===== src/sv/kare_pkg.sv =====
// -----------------------------------------------------------------------------
// kare_pkg
// Shared types and constants of the typematic key repeat engine.
// -----------------------------------------------------------------------------
`default_nettype none

package kare_pkg;

	localparam int unsigned CMD_W    = 2;
	localparam int unsigned KEY_W    = 5;
	localparam int unsigned TIME_W   = 32;
	localparam int unsigned TARGET_W = 8;
	localparam int unsigned KIND_W   = 2;
	localparam int unsigned CFG_W    = 16;
	localparam int unsigned PADDR_W  = 3;
	localparam int unsigned PDATA_W  = 32;

	// command codes
	localparam logic [CMD_W-1:0] CMD_DOWN = 2'd0;
	localparam logic [CMD_W-1:0] CMD_UP   = 2'd1;
	localparam logic [CMD_W-1:0] CMD_TICK = 2'd2;

	// event kinds
	localparam logic [KIND_W-1:0] EV_PRESS   = 2'd0;
	localparam logic [KIND_W-1:0] EV_RELEASE = 2'd1;
	localparam logic [KIND_W-1:0] EV_REPEAT  = 2'd2;

	// register indexes (paddr[2])
	localparam logic REG_DELAY    = 1'b0;
	localparam logic REG_INTERVAL = 1'b1;

	localparam logic [CFG_W-1:0] DELAY_RST    = 16'd300;
	localparam logic [CFG_W-1:0] INTERVAL_RST = 16'd30;

	localparam logic [TARGET_W-1:0] NO_TARGET = 8'd0;

	typedef struct packed {
		logic [CMD_W-1:0]    command;
		logic [KEY_W-1:0]    key_index;
		logic [TIME_W-1:0]   time_now_ms;
		logic [TARGET_W-1:0] focus_id;
	} cmd_t;

	typedef struct packed {
		logic [KIND_W-1:0]   event_kind;
		logic [KEY_W-1:0]    key_code;
		logic [TARGET_W-1:0] target_id;
		logic                last_of_run;
	} evt_t;

	typedef struct packed {
		logic [CFG_W-1:0] initial_delay_ms;
		logic [CFG_W-1:0] repeat_interval_ms;
	} cfg_t;

	// wrap-safe "now is strictly later than due"
	function automatic logic time_later(input logic [TIME_W-1:0] now,
			input logic [TIME_W-1:0] due);
		logic [TIME_W-1:0] d;
		d = now - due;
		return (d != '0) && !d[TIME_W-1];
	endfunction

endpackage

`default_nettype wire


===== src/sv/kare_cmd_if.sv =====
// -----------------------------------------------------------------------------
// kare_cmd_if
// Input channel: key down, key up and time tick commands.
// -----------------------------------------------------------------------------
`default_nettype none

interface kare_cmd_if;
	logic                           valid;
	logic                           ready;
	logic [kare_pkg::CMD_W-1:0]     command;
	logic [kare_pkg::KEY_W-1:0]     key_index;
	logic [kare_pkg::TIME_W-1:0]    time_now_ms;
	logic [kare_pkg::TARGET_W-1:0]  focus_id;

	modport source (output valid, command, key_index, time_now_ms, focus_id, input ready);
	modport sink   (input valid, command, key_index, time_now_ms, focus_id, output ready);
endinterface

`default_nettype wire


===== src/sv/kare_evt_if.sv =====
// -----------------------------------------------------------------------------
// kare_evt_if
// Output channel: press, release and repeat events.
// -----------------------------------------------------------------------------
`default_nettype none

interface kare_evt_if;
	logic                           valid;
	logic                           ready;
	logic [kare_pkg::KIND_W-1:0]    event_kind;
	logic [kare_pkg::KEY_W-1:0]     key_code;
	logic [kare_pkg::TARGET_W-1:0]  target_id;
	logic                           last_of_run;

	modport source (output valid, event_kind, key_code, target_id, last_of_run, input ready);
	modport sink   (input valid, event_kind, key_code, target_id, last_of_run, output ready);
endinterface

`default_nettype wire


===== src/sv/kare_cfg_regs.sv =====
// -----------------------------------------------------------------------------
// kare_cfg_regs
// APB-style register file: initial delay and repeat interval.
// -----------------------------------------------------------------------------
`default_nettype none

module kare_cfg_regs (
	input  wire logic                          clk,
	input  wire logic                          arst_n,
	input  wire logic                          psel,
	input  wire logic                          penable,
	input  wire logic                          pwrite,
	input  wire logic [kare_pkg::PADDR_W-1:0]  paddr,
	input  wire logic [kare_pkg::PDATA_W-1:0]  pwdata,
	output logic      [kare_pkg::PDATA_W-1:0]  prdata,
	output logic                               pready,
	output kare_pkg::cfg_t                     cfg
);

	logic [kare_pkg::CFG_W-1:0] delay_q;
	logic [kare_pkg::CFG_W-1:0] interval_q;
	logic                       wr_en;

	assign pready = 1'b1;
	assign wr_en  = psel & penable & pwrite;

	always_ff @(posedge clk or negedge arst_n) begin
		if (!arst_n) begin
			delay_q    <= kare_pkg::DELAY_RST;
			interval_q <= kare_pkg::INTERVAL_RST;
		end else if (wr_en) begin
			if (paddr[2] == kare_pkg::REG_DELAY) begin
				delay_q <= pwdata[kare_pkg::CFG_W-1:0];
			end else begin
				interval_q <= pwdata[kare_pkg::CFG_W-1:0];
			end
		end
	end

	always_comb begin
		if (paddr[2] == kare_pkg::REG_DELAY) begin
			prdata = kare_pkg::PDATA_W'(delay_q);
		end else begin
			prdata = kare_pkg::PDATA_W'(interval_q);
		end
	end

	assign cfg.initial_delay_ms   = delay_q;
	assign cfg.repeat_interval_ms = interval_q;

endmodule

`default_nettype wire


===== src/sv/kare_time_mem.sv =====
// -----------------------------------------------------------------------------
// kare_time_mem
// Next-repeat-time store: one write port, one read port, registered read data.
// -----------------------------------------------------------------------------
`default_nettype none

module kare_time_mem #(
	parameter int unsigned DEPTH  = 32,
	parameter int unsigned ADDR_W = 5
) (
	input  wire logic                          clk,
	input  wire logic                          we,
	input  wire logic [ADDR_W-1:0]             waddr,
	input  wire logic [kare_pkg::TIME_W-1:0]   wdata,
	input  wire logic                          re,
	input  wire logic [ADDR_W-1:0]             raddr,
	output logic      [kare_pkg::TIME_W-1:0]   rdata
);

	logic [kare_pkg::TIME_W-1:0] mem_q [DEPTH];

	always_ff @(posedge clk) begin
		if (we) begin
			mem_q[waddr] <= wdata;
		end
	end

	// read data holds while re is low
	always_ff @(posedge clk) begin
		if (re) begin
			rdata <= mem_q[raddr];
		end
	end

endmodule

`default_nettype wire


===== src/sv/kare_scan.sv =====
// -----------------------------------------------------------------------------
// kare_scan
// Command sequencer: held bits, stored target, tick scan over the time store,
// one-deep pending result and the output register.
// -----------------------------------------------------------------------------
`default_nettype none

module kare_scan #(
	parameter int unsigned NUM_KEYS = 32,
	parameter int unsigned ADDR_W   = 5,
	parameter int unsigned CNT_W    = 6
) (
	input  wire logic                          clk,
	input  wire logic                          arst_n,
	input  wire logic                          in_valid,
	output logic                               in_ready,
	input  wire kare_pkg::cmd_t                in_cmd,
	output logic                               out_valid,
	input  wire logic                          out_ready,
	output kare_pkg::evt_t                     out_evt,
	input  wire kare_pkg::cfg_t                cfg,
	output logic                               mem_we,
	output logic      [ADDR_W-1:0]             mem_waddr,
	output logic      [kare_pkg::TIME_W-1:0]   mem_wdata,
	output logic                               mem_re,
	output logic      [ADDR_W-1:0]             mem_raddr,
	input  wire logic [kare_pkg::TIME_W-1:0]   mem_rdata
);

	typedef enum logic [1:0] {
		ST_IDLE,
		ST_SCAN,
		ST_FLUSH
	} state_t;

	state_t                         state_q;
	logic [NUM_KEYS-1:0]            held_q;
	logic [kare_pkg::TARGET_W-1:0]  stored_target_q;
	logic [kare_pkg::TIME_W-1:0]    now_q;
	logic [kare_pkg::TARGET_W-1:0]  focus_q;
	logic [CNT_W-1:0]               issue_cnt_q;
	logic                           ev_v_s1;
	logic [ADDR_W-1:0]              ev_idx_s1;
	logic                           pend_v_q;
	kare_pkg::evt_t                 pend_q;
	logic                           out_v_q;
	kare_pkg::evt_t                 out_q;

	logic              accept;
	logic              in_range;
	logic [ADDR_W-1:0] key_addr;
	logic              down_new;
	logic              tick_scan;
	logic              more_keys;
	logic              ev_due;
	logic              out_free;
	logic              stall;

	always_comb begin
		accept    = in_valid && in_ready;
		in_range  = 7'(in_cmd.key_index) < 7'(NUM_KEYS);
		key_addr  = ADDR_W'(in_cmd.key_index);
		down_new  = (in_cmd.command == kare_pkg::CMD_DOWN) && in_range && !held_q[key_addr];
		tick_scan = (in_cmd.command == kare_pkg::CMD_TICK)
			&& (in_cmd.focus_id != kare_pkg::NO_TARGET)
			&& (in_cmd.focus_id == stored_target_q);
		more_keys = issue_cnt_q < CNT_W'(NUM_KEYS);
		ev_due    = ev_v_s1 && held_q[ev_idx_s1] && kare_pkg::time_later(now_q, mem_rdata);
		out_free  = !out_v_q || out_ready;
		// a second result needs the output register before the pending one moves on
		stall     = (state_q == ST_SCAN) && ev_due && pend_v_q && !out_free;
	end

	assign in_ready  = (state_q == ST_IDLE);
	assign out_valid = out_v_q;
	assign out_evt   = out_q;

	always_comb begin
		mem_re    = 1'b0;
		mem_raddr = '0;
		mem_we    = 1'b0;
		mem_waddr = key_addr;
		mem_wdata = in_cmd.time_now_ms + kare_pkg::TIME_W'(cfg.initial_delay_ms);
		if (accept) begin
			mem_re = tick_scan;
			mem_we = down_new;
		end else if (state_q == ST_SCAN && !stall) begin
			mem_re    = more_keys;
			mem_raddr = issue_cnt_q[ADDR_W-1:0];
			mem_we    = ev_due;
			mem_waddr = ev_idx_s1;
			mem_wdata = now_q + kare_pkg::TIME_W'(cfg.repeat_interval_ms);
		end
	end

	always_ff @(posedge clk or negedge arst_n) begin
		if (!arst_n) begin
			state_q         <= ST_IDLE;
			held_q          <= '0;
			stored_target_q <= kare_pkg::NO_TARGET;
			ev_v_s1         <= 1'b0;
			pend_v_q        <= 1'b0;
			out_v_q         <= 1'b0;
			issue_cnt_q     <= '0;
		end else begin
			if (out_v_q && out_ready) begin
				out_v_q <= 1'b0;
			end
			case (state_q)
				ST_IDLE: begin
					if (accept) begin
						case (in_cmd.command)
							kare_pkg::CMD_DOWN: begin
								if (down_new) begin
									held_q[key_addr] <= 1'b1;
									stored_target_q  <= in_cmd.focus_id;
									if (in_cmd.focus_id != kare_pkg::NO_TARGET) begin
										pend_q.event_kind  <= kare_pkg::EV_PRESS;
										pend_q.key_code    <= in_cmd.key_index;
										pend_q.target_id   <= in_cmd.focus_id;
										pend_q.last_of_run <= 1'b0;
										pend_v_q           <= 1'b1;
										state_q            <= ST_FLUSH;
									end
								end
							end
							kare_pkg::CMD_UP: begin
								if (in_range && held_q[key_addr]) begin
									held_q[key_addr] <= 1'b0;
									if (in_cmd.focus_id != kare_pkg::NO_TARGET) begin
										pend_q.event_kind  <= kare_pkg::EV_RELEASE;
										pend_q.key_code    <= in_cmd.key_index;
										pend_q.target_id   <= in_cmd.focus_id;
										pend_q.last_of_run <= 1'b0;
										pend_v_q           <= 1'b1;
										state_q            <= ST_FLUSH;
									end
								end
							end
							kare_pkg::CMD_TICK: begin
								if (tick_scan) begin
									now_q       <= in_cmd.time_now_ms;
									focus_q     <= in_cmd.focus_id;
									ev_v_s1     <= 1'b1;
									ev_idx_s1   <= '0;
									issue_cnt_q <= CNT_W'(1);
									state_q     <= ST_SCAN;
								end else if (in_cmd.focus_id != kare_pkg::NO_TARGET) begin
									// focus moved away: drop every held key
									held_q <= '0;
								end
							end
							default: begin
							end
						endcase
					end
				end
				ST_SCAN: begin
					if (!stall) begin
						if (ev_due) begin
							pend_q.event_kind  <= kare_pkg::EV_REPEAT;
							pend_q.key_code    <= kare_pkg::KEY_W'(ev_idx_s1);
							pend_q.target_id   <= focus_q;
							pend_q.last_of_run <= 1'b0;
							pend_v_q           <= 1'b1;
							if (pend_v_q) begin
								out_q   <= pend_q;
								out_v_q <= 1'b1;
							end
						end
						if (more_keys) begin
							ev_v_s1     <= 1'b1;
							ev_idx_s1   <= issue_cnt_q[ADDR_W-1:0];
							issue_cnt_q <= issue_cnt_q + CNT_W'(1);
						end else begin
							ev_v_s1 <= 1'b0;
						end
						if (!ev_v_s1) begin
							state_q <= ST_FLUSH;
						end
					end
				end
				ST_FLUSH: begin
					if (!pend_v_q) begin
						state_q <= ST_IDLE;
					end else if (out_free) begin
						out_q             <= pend_q;
						out_q.last_of_run <= 1'b1;
						out_v_q           <= 1'b1;
						pend_v_q          <= 1'b0;
						state_q           <= ST_IDLE;
					end
				end
				default: begin
					state_q <= ST_IDLE;
				end
			endcase
		end
	end

endmodule

`default_nettype wire


===== src/sv/key_auto_repeat_engine.sv =====
// -----------------------------------------------------------------------------
// key_auto_repeat_engine
// Typematic auto-repeat: tracks held keys and emits press, release and
// repeat events to the focused target.
// -----------------------------------------------------------------------------
// Usage:
//   cmd  (sink)   : one transaction per key down, key up or time tick.
//   evt  (source) : press / release / repeat events; last_of_run marks the
//                   final event caused by one command.
//   APB port      : initial delay at 0x0, repeat interval at 0x4 (16 bits).
// Timing:
//   Key down and key up keep ready high when they produce no event; one that
//   does passes through the flush state until the output register is free.
//   A tick walks the next-repeat-time store one key per cycle through its
//   single read port, pausing while the receiver holds back an event and
//   another is pending.
//   An event waits in a one-deep slot until the next due key or the end of
//   the scan settles its last_of_run, so repeat events trail the scan.
// Reset:
//   All keys released, stored target cleared, registers at 300 ms and 30 ms.
//   The time store needs no clearing; an entry is used only while its key
//   is held.
// Stall:
//   The output register keeps its event until taken; the scan pauses once a
//   second event is waiting behind it. cmd.ready is low while a command runs.
// -----------------------------------------------------------------------------
`default_nettype none

module key_auto_repeat_engine #(
	parameter int unsigned NUM_KEYS = 32
) (
	input  wire logic                          clk,
	input  wire logic                          arst_n,
	kare_cmd_if.sink                           cmd,
	kare_evt_if.source                         evt,
	input  wire logic                          psel,
	input  wire logic                          penable,
	input  wire logic                          pwrite,
	input  wire logic [kare_pkg::PADDR_W-1:0]  paddr,
	input  wire logic [kare_pkg::PDATA_W-1:0]  pwdata,
	output logic      [kare_pkg::PDATA_W-1:0]  prdata,
	output logic                               pready
);

	localparam int unsigned ADDR_W = (NUM_KEYS > 1) ? $clog2(NUM_KEYS) : 1;
	localparam int unsigned CNT_W  = $clog2(NUM_KEYS + 1);

	kare_pkg::cfg_t                cfg;
	kare_pkg::cmd_t                in_cmd;
	kare_pkg::evt_t                out_evt;
	logic                          mem_we;
	logic [ADDR_W-1:0]             mem_waddr;
	logic [kare_pkg::TIME_W-1:0]   mem_wdata;
	logic                          mem_re;
	logic [ADDR_W-1:0]             mem_raddr;
	logic [kare_pkg::TIME_W-1:0]   mem_rdata;
	logic                          out_valid;
	logic                          in_ready;

	assign in_cmd.command     = cmd.command;
	assign in_cmd.key_index   = cmd.key_index;
	assign in_cmd.time_now_ms = cmd.time_now_ms;
	assign in_cmd.focus_id    = cmd.focus_id;
	assign cmd.ready          = in_ready;

	assign evt.valid       = out_valid;
	assign evt.event_kind  = out_evt.event_kind;
	assign evt.key_code    = out_evt.key_code;
	assign evt.target_id   = out_evt.target_id;
	assign evt.last_of_run = out_evt.last_of_run;

	kare_cfg_regs u_cfg (
		.clk     (clk),
		.arst_n  (arst_n),
		.psel    (psel),
		.penable (penable),
		.pwrite  (pwrite),
		.paddr   (paddr),
		.pwdata  (pwdata),
		.prdata  (prdata),
		.pready  (pready),
		.cfg     (cfg)
	);

	kare_time_mem #(
		.DEPTH  (NUM_KEYS),
		.ADDR_W (ADDR_W)
	) u_mem (
		.clk   (clk),
		.we    (mem_we),
		.waddr (mem_waddr),
		.wdata (mem_wdata),
		.re    (mem_re),
		.raddr (mem_raddr),
		.rdata (mem_rdata)
	);

	kare_scan #(
		.NUM_KEYS (NUM_KEYS),
		.ADDR_W   (ADDR_W),
		.CNT_W    (CNT_W)
	) u_scan (
		.clk       (clk),
		.arst_n    (arst_n),
		.in_valid  (cmd.valid),
		.in_ready  (in_ready),
		.in_cmd    (in_cmd),
		.out_valid (out_valid),
		.out_ready (evt.ready),
		.out_evt   (out_evt),
		.cfg       (cfg),
		.mem_we    (mem_we),
		.mem_waddr (mem_waddr),
		.mem_wdata (mem_wdata),
		.mem_re    (mem_re),
		.mem_raddr (mem_raddr),
		.mem_rdata (mem_rdata)
	);

endmodule

`default_nettype wire


===== src/flat_wrapper.sv =====
// flat-port wrapper written by rule: the top's interface ports become plain ports
module key_auto_repeat_engine_flat 
#(
	parameter int unsigned NUM_KEYS = 32
)
  (clk, arst_n, psel, penable, pwrite, paddr, pwdata, prdata, pready, cmd_valid, cmd_command, cmd_key_index, cmd_time_now_ms, cmd_focus_id, cmd_ready, evt_valid, evt_event_kind, evt_key_code, evt_target_id, evt_last_of_run, evt_ready);
  kare_cmd_if cmd_i ();
  kare_evt_if evt_i ();
  input  wire logic clk;
  input  wire logic arst_n;
  input  wire logic psel;
  input  wire logic penable;
  input  wire logic pwrite;
  input  wire logic [kare_pkg::PADDR_W-1:0] paddr;
  input  wire logic [kare_pkg::PDATA_W-1:0] pwdata;
  output logic      [kare_pkg::PDATA_W-1:0] prdata;
  output logic pready;
  input wire logic [$bits(cmd_i.valid)-1:0] cmd_valid;
  input wire logic [$bits(cmd_i.command)-1:0] cmd_command;
  input wire logic [$bits(cmd_i.key_index)-1:0] cmd_key_index;
  input wire logic [$bits(cmd_i.time_now_ms)-1:0] cmd_time_now_ms;
  input wire logic [$bits(cmd_i.focus_id)-1:0] cmd_focus_id;
  output wire logic [$bits(cmd_i.ready)-1:0] cmd_ready;
  output wire logic [$bits(evt_i.valid)-1:0] evt_valid;
  output wire logic [$bits(evt_i.event_kind)-1:0] evt_event_kind;
  output wire logic [$bits(evt_i.key_code)-1:0] evt_key_code;
  output wire logic [$bits(evt_i.target_id)-1:0] evt_target_id;
  output wire logic [$bits(evt_i.last_of_run)-1:0] evt_last_of_run;
  input wire logic [$bits(evt_i.ready)-1:0] evt_ready;
  assign cmd_i.valid = cmd_valid;
  assign cmd_i.command = cmd_command;
  assign cmd_i.key_index = cmd_key_index;
  assign cmd_i.time_now_ms = cmd_time_now_ms;
  assign cmd_i.focus_id = cmd_focus_id;
  assign cmd_ready = cmd_i.ready;
  assign evt_valid = evt_i.valid;
  assign evt_event_kind = evt_i.event_kind;
  assign evt_key_code = evt_i.key_code;
  assign evt_target_id = evt_i.target_id;
  assign evt_last_of_run = evt_i.last_of_run;
  assign evt_i.ready = evt_ready;
  key_auto_repeat_engine #(.NUM_KEYS(NUM_KEYS)) u_core (.clk(clk), .arst_n(arst_n), .cmd(cmd_i), .evt(evt_i), .psel(psel), .penable(penable), .pwrite(pwrite), .paddr(paddr), .pwdata(pwdata), .prdata(prdata), .pready(pready));
endmodule

===== config.mk =====
export PLATFORM = sky130hd
export DESIGN_NAME = key_auto_repeat_engine_flat
export DESIGN_NICKNAME = d
export VERILOG_FILES = /design/src/sv/kare_pkg.sv /design/src/sv/kare_cmd_if.sv /design/src/sv/kare_evt_if.sv /design/src/sv/kare_cfg_regs.sv /design/src/sv/kare_time_mem.sv /design/src/sv/kare_scan.sv /design/src/sv/key_auto_repeat_engine.sv /design/src/flat_wrapper.sv
export SDC_FILE = /design/constraint.sdc
export NUM_CORES = 2
export LEC_CHECK = 0
export BUFFER_PORTS_ARGS = -buffer_cell sky130_fd_sc_hd__clkbuf_2
export CAP_MARGIN = 0
export CORE_UTILIZATION = 56
export CTS_CLUSTER_DIAMETER = 80
export DETAILED_ROUTE_END_ITERATION = 10
export PLACE_DENSITY = 0.76
export SLEW_MARGIN = 5
export SYNTH_ARGS = -nofsm -noshare
export SYNTH_HDL_FRONTEND = slang
export SYNTH_SLANG_ARGS = --single-unit

===== constraint.sdc =====
create_clock -name clk -period 5.9 [get_ports clk]
set_input_delay 0 -clock clk [delete_from_list [all_inputs] [get_ports clk]]
set_output_delay 0 -clock clk [all_outputs]
set_load 0.005 [all_outputs]

==> metrics.md <==
| Metric | Value |
|---|---|
| Fmax | `0.176 GHz` |
| Post-cts sizing count | `0` |
| Count leader, synth | `edfxtp_1` |
| Fin cells | `5160` |
| CP endpoint kind | `register` |
| Synth area leaders | `edfxtp_1 64%, mux2_2 4.8%, mux4_2 4.7%, dfrtp_1 3.5%, a21oi_1 2.5%` |
| Hold Path Class | `input pin to register` |
| Synthesized flop and latch total | `1215` |
| HPWL Detailed | `84.5 mm` |
| Total grt overflow | `0` |
| Die area | `0.0968 sq mm` |
| Die height | `311 um` |
| Max FO, Critical Path | `32` |
| Min Tclk post-route | `5.68 ns` |
| Worst-skew pair later-pin latency | `around 0.70 ns` |
| Fill cells | `between 6k and 7k` |
| Row count | `~110` |
| Post-Route WL | `137 mm` |
| First-pass GRT wire length | `205 mm` |
| Distinct cells, synth | `104` |
| P_int | `16.7 mW` |
| Sw Share | `31.4%` |
| Maxcap violations | `0` |
| Vias in the first global route | `roughly 33k` |
| Starting Density | `56.4%` |
| Yosys top cell by area | `edfxtp_1` |
| Final Max Slew Viols | `0` |
| Area share of the largest cell type after synthesis | `63.5%` |
| Sequential share of the synthesized area | `67.4%` |
| Synth Area per Inst | `between 10 and 15 sq um` |
| Required time worst endpoint | `6.21 ns` |
| Die X | `311 um` |
| Total I/O pin count | `140` |
| Comb pwr share | `25.4%` |
| PwrDens | `402 mW/mm^2` |
| Final core occ | `63.9%` |
| Net Sw Power | `7.67 mW` |
| Post-CTS Setup Repair Bufs | `0` |
| Hold-fix buffers at CTS | `65` |
| RSZ-0062 raised after global routing | `false` |
| Async SR Flop Fraction | `6.83%` |
| Longest Clk Path Bufs | `3` |
| DR DRC count | `0` |
| Crit-path slowest cell | `nor2_4` |
| Setup TNS | `0 ns` |
| Sink Count | `1215` |
| Commonest cells post-synth | `1132 x edfxtp_1, 274 x nand2_1, 265 x a21oi_1` |
| Largest net degree at the start of global routing | `91` |
| Top FF cell, synth | `edfxtp_1` |
| Drt first pass iters | `9` |
| Final Skew | `0.0384 ns` |
| Peak supply drop | `between 300 and 400 uV` |
| Power Total | `between 20 and 25 mW` |
| EDFF count, synth | `1132` |
| Port bufs | `104` |
| # setup viols final | `0` |
| Num CTS Buffers | `115` |
| Clock H-tree levels | `3` |
| Area of the multi-input gates | `between 0.015 and 0.02 sq mm` |
| Post-Syn Area | `around 0.054 sq mm` |
| Kind of start point of the critical path | `register` |
| Nets | `between 3k and 4k` |
| Initial drt markers | `4299` |
| Wirelength per Cell | `26.5 um` |
| Part of the power in registers | `45.0%` |
| Status | `complete, no violations` |
| Placed Cells | `4881` |
| CP arrival | `5.99 ns` |
| FF+latch area | `0.0361 sq mm` |
| Yosys warns | `0` |
| GPL Wtd Cong | `0.922` |
| Worst-path cell chain | `ha_1, a211oi_1, o211ai_1, a21boi_0, o21a_1, o31ai_1, a2bb2oi_1, o22ai_1, a2111o_1, o211a_4, a2111oi_4, o221ai_2, nor2_4` |
| CP max stage delay | `around 1.1 ns` |
| Leak | `20.2 nW` |
| Vias/cell | `6.60` |
| Worst Setup Path Type | `register to register` |
| Root Driver | `clkbuf_16` |
| CTS clk-pin slew, worst paths | `roughly 0.060 ns` |
| Final period utilization | `between 90% and 100%` |
| Area of the core | `0.0949 sq mm` |
| Total GRT Usage | `28.0%` |
| Hold Violations, Final | `0` |
| Post-detailed-route count of antenna-violating nets | `0` |
| Worst-Margin Slew | `1.24 ns` |
| Antenna violations before repair | `7` |
| Area Overhead vs Synth | `13.3%` |
| Clock power share | `between 20% and 30%` |
| Synth Instances | `roughly 3.6k` |
| CTS tree | `built` |
| Vias | `34.0k` |
| Fraction of layout cells with a size suffix above 1 | `22.5%` |
| Worst slew margin | `around 18%` |
[power by group through the flow]
| stage | sequential [mW] | combinational [mW] | clock, mW |
|---|---|---|---|
| after floorplan | 10.9 | 3.86 | 0 |
| after global placement | 11.1 | 5.84 | 0 |
| after detailed placement | 11.1 | 5.99 | 0 |
| after CTS | 10.9 | 6.07 | 7.29 |
| after global routing | 11.0 | 6.58 | 7.62 |
| final | 11.0 | 6.19 | 7.24 |
[metrics by stage]
| step | cell area (sq um) | setup WS (ns) | hold slack [ns] |
|---|---|---|---|
| 2_1_floorplan | 53600 | 0.743 | -0.296 |
| 3_3_place_gp | 56300 | 0.400 | -0.0632 |
| 3_5_place_dp | 56300 | 0.289 | -0.0612 |
| 4_1_cts | 60600 | 0.274 | 0.0302 |
| 5_1_grt | 60700 | 0.0335 | 0.0630 |
| 6_report | 60700 | 0.216 | 0.0612 |
[cells in the final DEF, fill, tap and decap left out, types with 42 or more instances in the layout]
cell and count:
dfrtp_1 71, clkbuf_16 116, a221oi_1 65, dlygate4sd3_1 65, edfxtp_1 1132, nand3_1 71
clkbuf_2 103, a21oi_1 254, mux2_2 229, o21ai_0 228, ha_1 71, and3_1 53
xnor2_1 47, buf_4 87, nand4_1 42, mux4_2 112, nand2_1 271, nor2_1 118
inv_1 61
[per-layer routing]
layer | routed length (um) | part of all wire [%] | track usage [%] | vias to the layer above
met4 | 3860 | 2.8 | 8.76 | 6
li1 | - | - | - | 14600
met1 | 54300 | 40 | 40.0 | 17000
met3 | 15200 | 11 | 5.97 | 283
met5 | 47 | 0.034 | 0 | -
met2 | 63400 | 46 | 43.3 | 2156
[worst paths after layout]
check                                                   from                             endpoint  slack [ns]  depth (start not counted)
min in group asynchronous                             arst_n  u_core.u_scan.held_q[9]$_DFFE_PN0P_        0.26                          3
setup / recovery           u_core.u_scan.now_q[14]$_DFFE_PP_  u_core.u_mem.mem_q[29][7]$_DFFE_PP_        0.22                         13
hold reg to reg            u_core.u_scan.pend_q[2]$_DFFE_PP_   u_core.u_scan.out_evt[2]$_DFFE_PP_        0.42                          0
setup reg to reg           u_core.u_scan.now_q[14]$_DFFE_PP_  u_core.u_mem.mem_q[29][7]$_DFFE_PP_        0.22                         13
hold / removal                              cmd_key_index[0]    u_core.u_scan.pend_q[9]$_DFFE_PP_        0.06                          2
max in group asynchronous                             arst_n  u_core.u_scan.held_q[1]$_DFFE_PN0P_        4.43                          3
[registers in the layout, indices dropped and copies added, names as in the netlist, 2 cells and up]
name / flops
u_core.u_mem.mem_q: 1024
u_core.u_scan.stored_target_q: 8
u_core.u_scan.focus_q: 8
u_core.u_scan.held_q: 32
u_core.u_cfg.delay_q: 16
u_core.u_scan.now_q: 32
u_core.u_scan.issue_cnt_q: 6
u_core.u_scan.ev_idx_s1: 5
u_core.u_cfg.interval_q: 16
u_core.u_scan.state_q: 2
u_core.u_scan.pend_q: 15
u_core.u_mem.rdata: 32
u_core.u_scan.out_evt: 16
[cell type report]
type | instances | area share, %
clock inverters | 74 | 1.14
repair buffers | 285 | 3.99
flip-flops and latches | 1215 | 59.5
multi-input cells | 2118 | 27.4
clock buffers | 136 | 4.91
well taps | 1265 | 2.61
diodes | 4 | 0.0165
inverters | 63 | 0.390
[worst max-delay path: cells and delay by family, from the launching register on]
family	cells	cell delay, ns
flip-flops	1	0.41
adder cells (fa/ha/maj)	1	0.46
AO/OA/AOI/OAI	11	3.27
AND/OR/NAND/NOR	1	1.12
[cell families (layout without fill, tap and decap cells)]
group / Yosys count / after routing / synth area share [%]
and+or+nand+nor: 703 / 703 / 6.18
xor gates and xnor gates: 74 / 74 / 1.21
buffers and inverters: 299 / 558 / 2.41
adders and majority gates: 75 / 75 / 1.80
AOI/OAI and AO/OA: 886 / 886 / 11.0
other: 2 / 21 / 0.0140
muxes: 363 / 363 / 9.94
DFF: 1215 / 1215 / 67.4
Power figures use the tool's default switching activity.
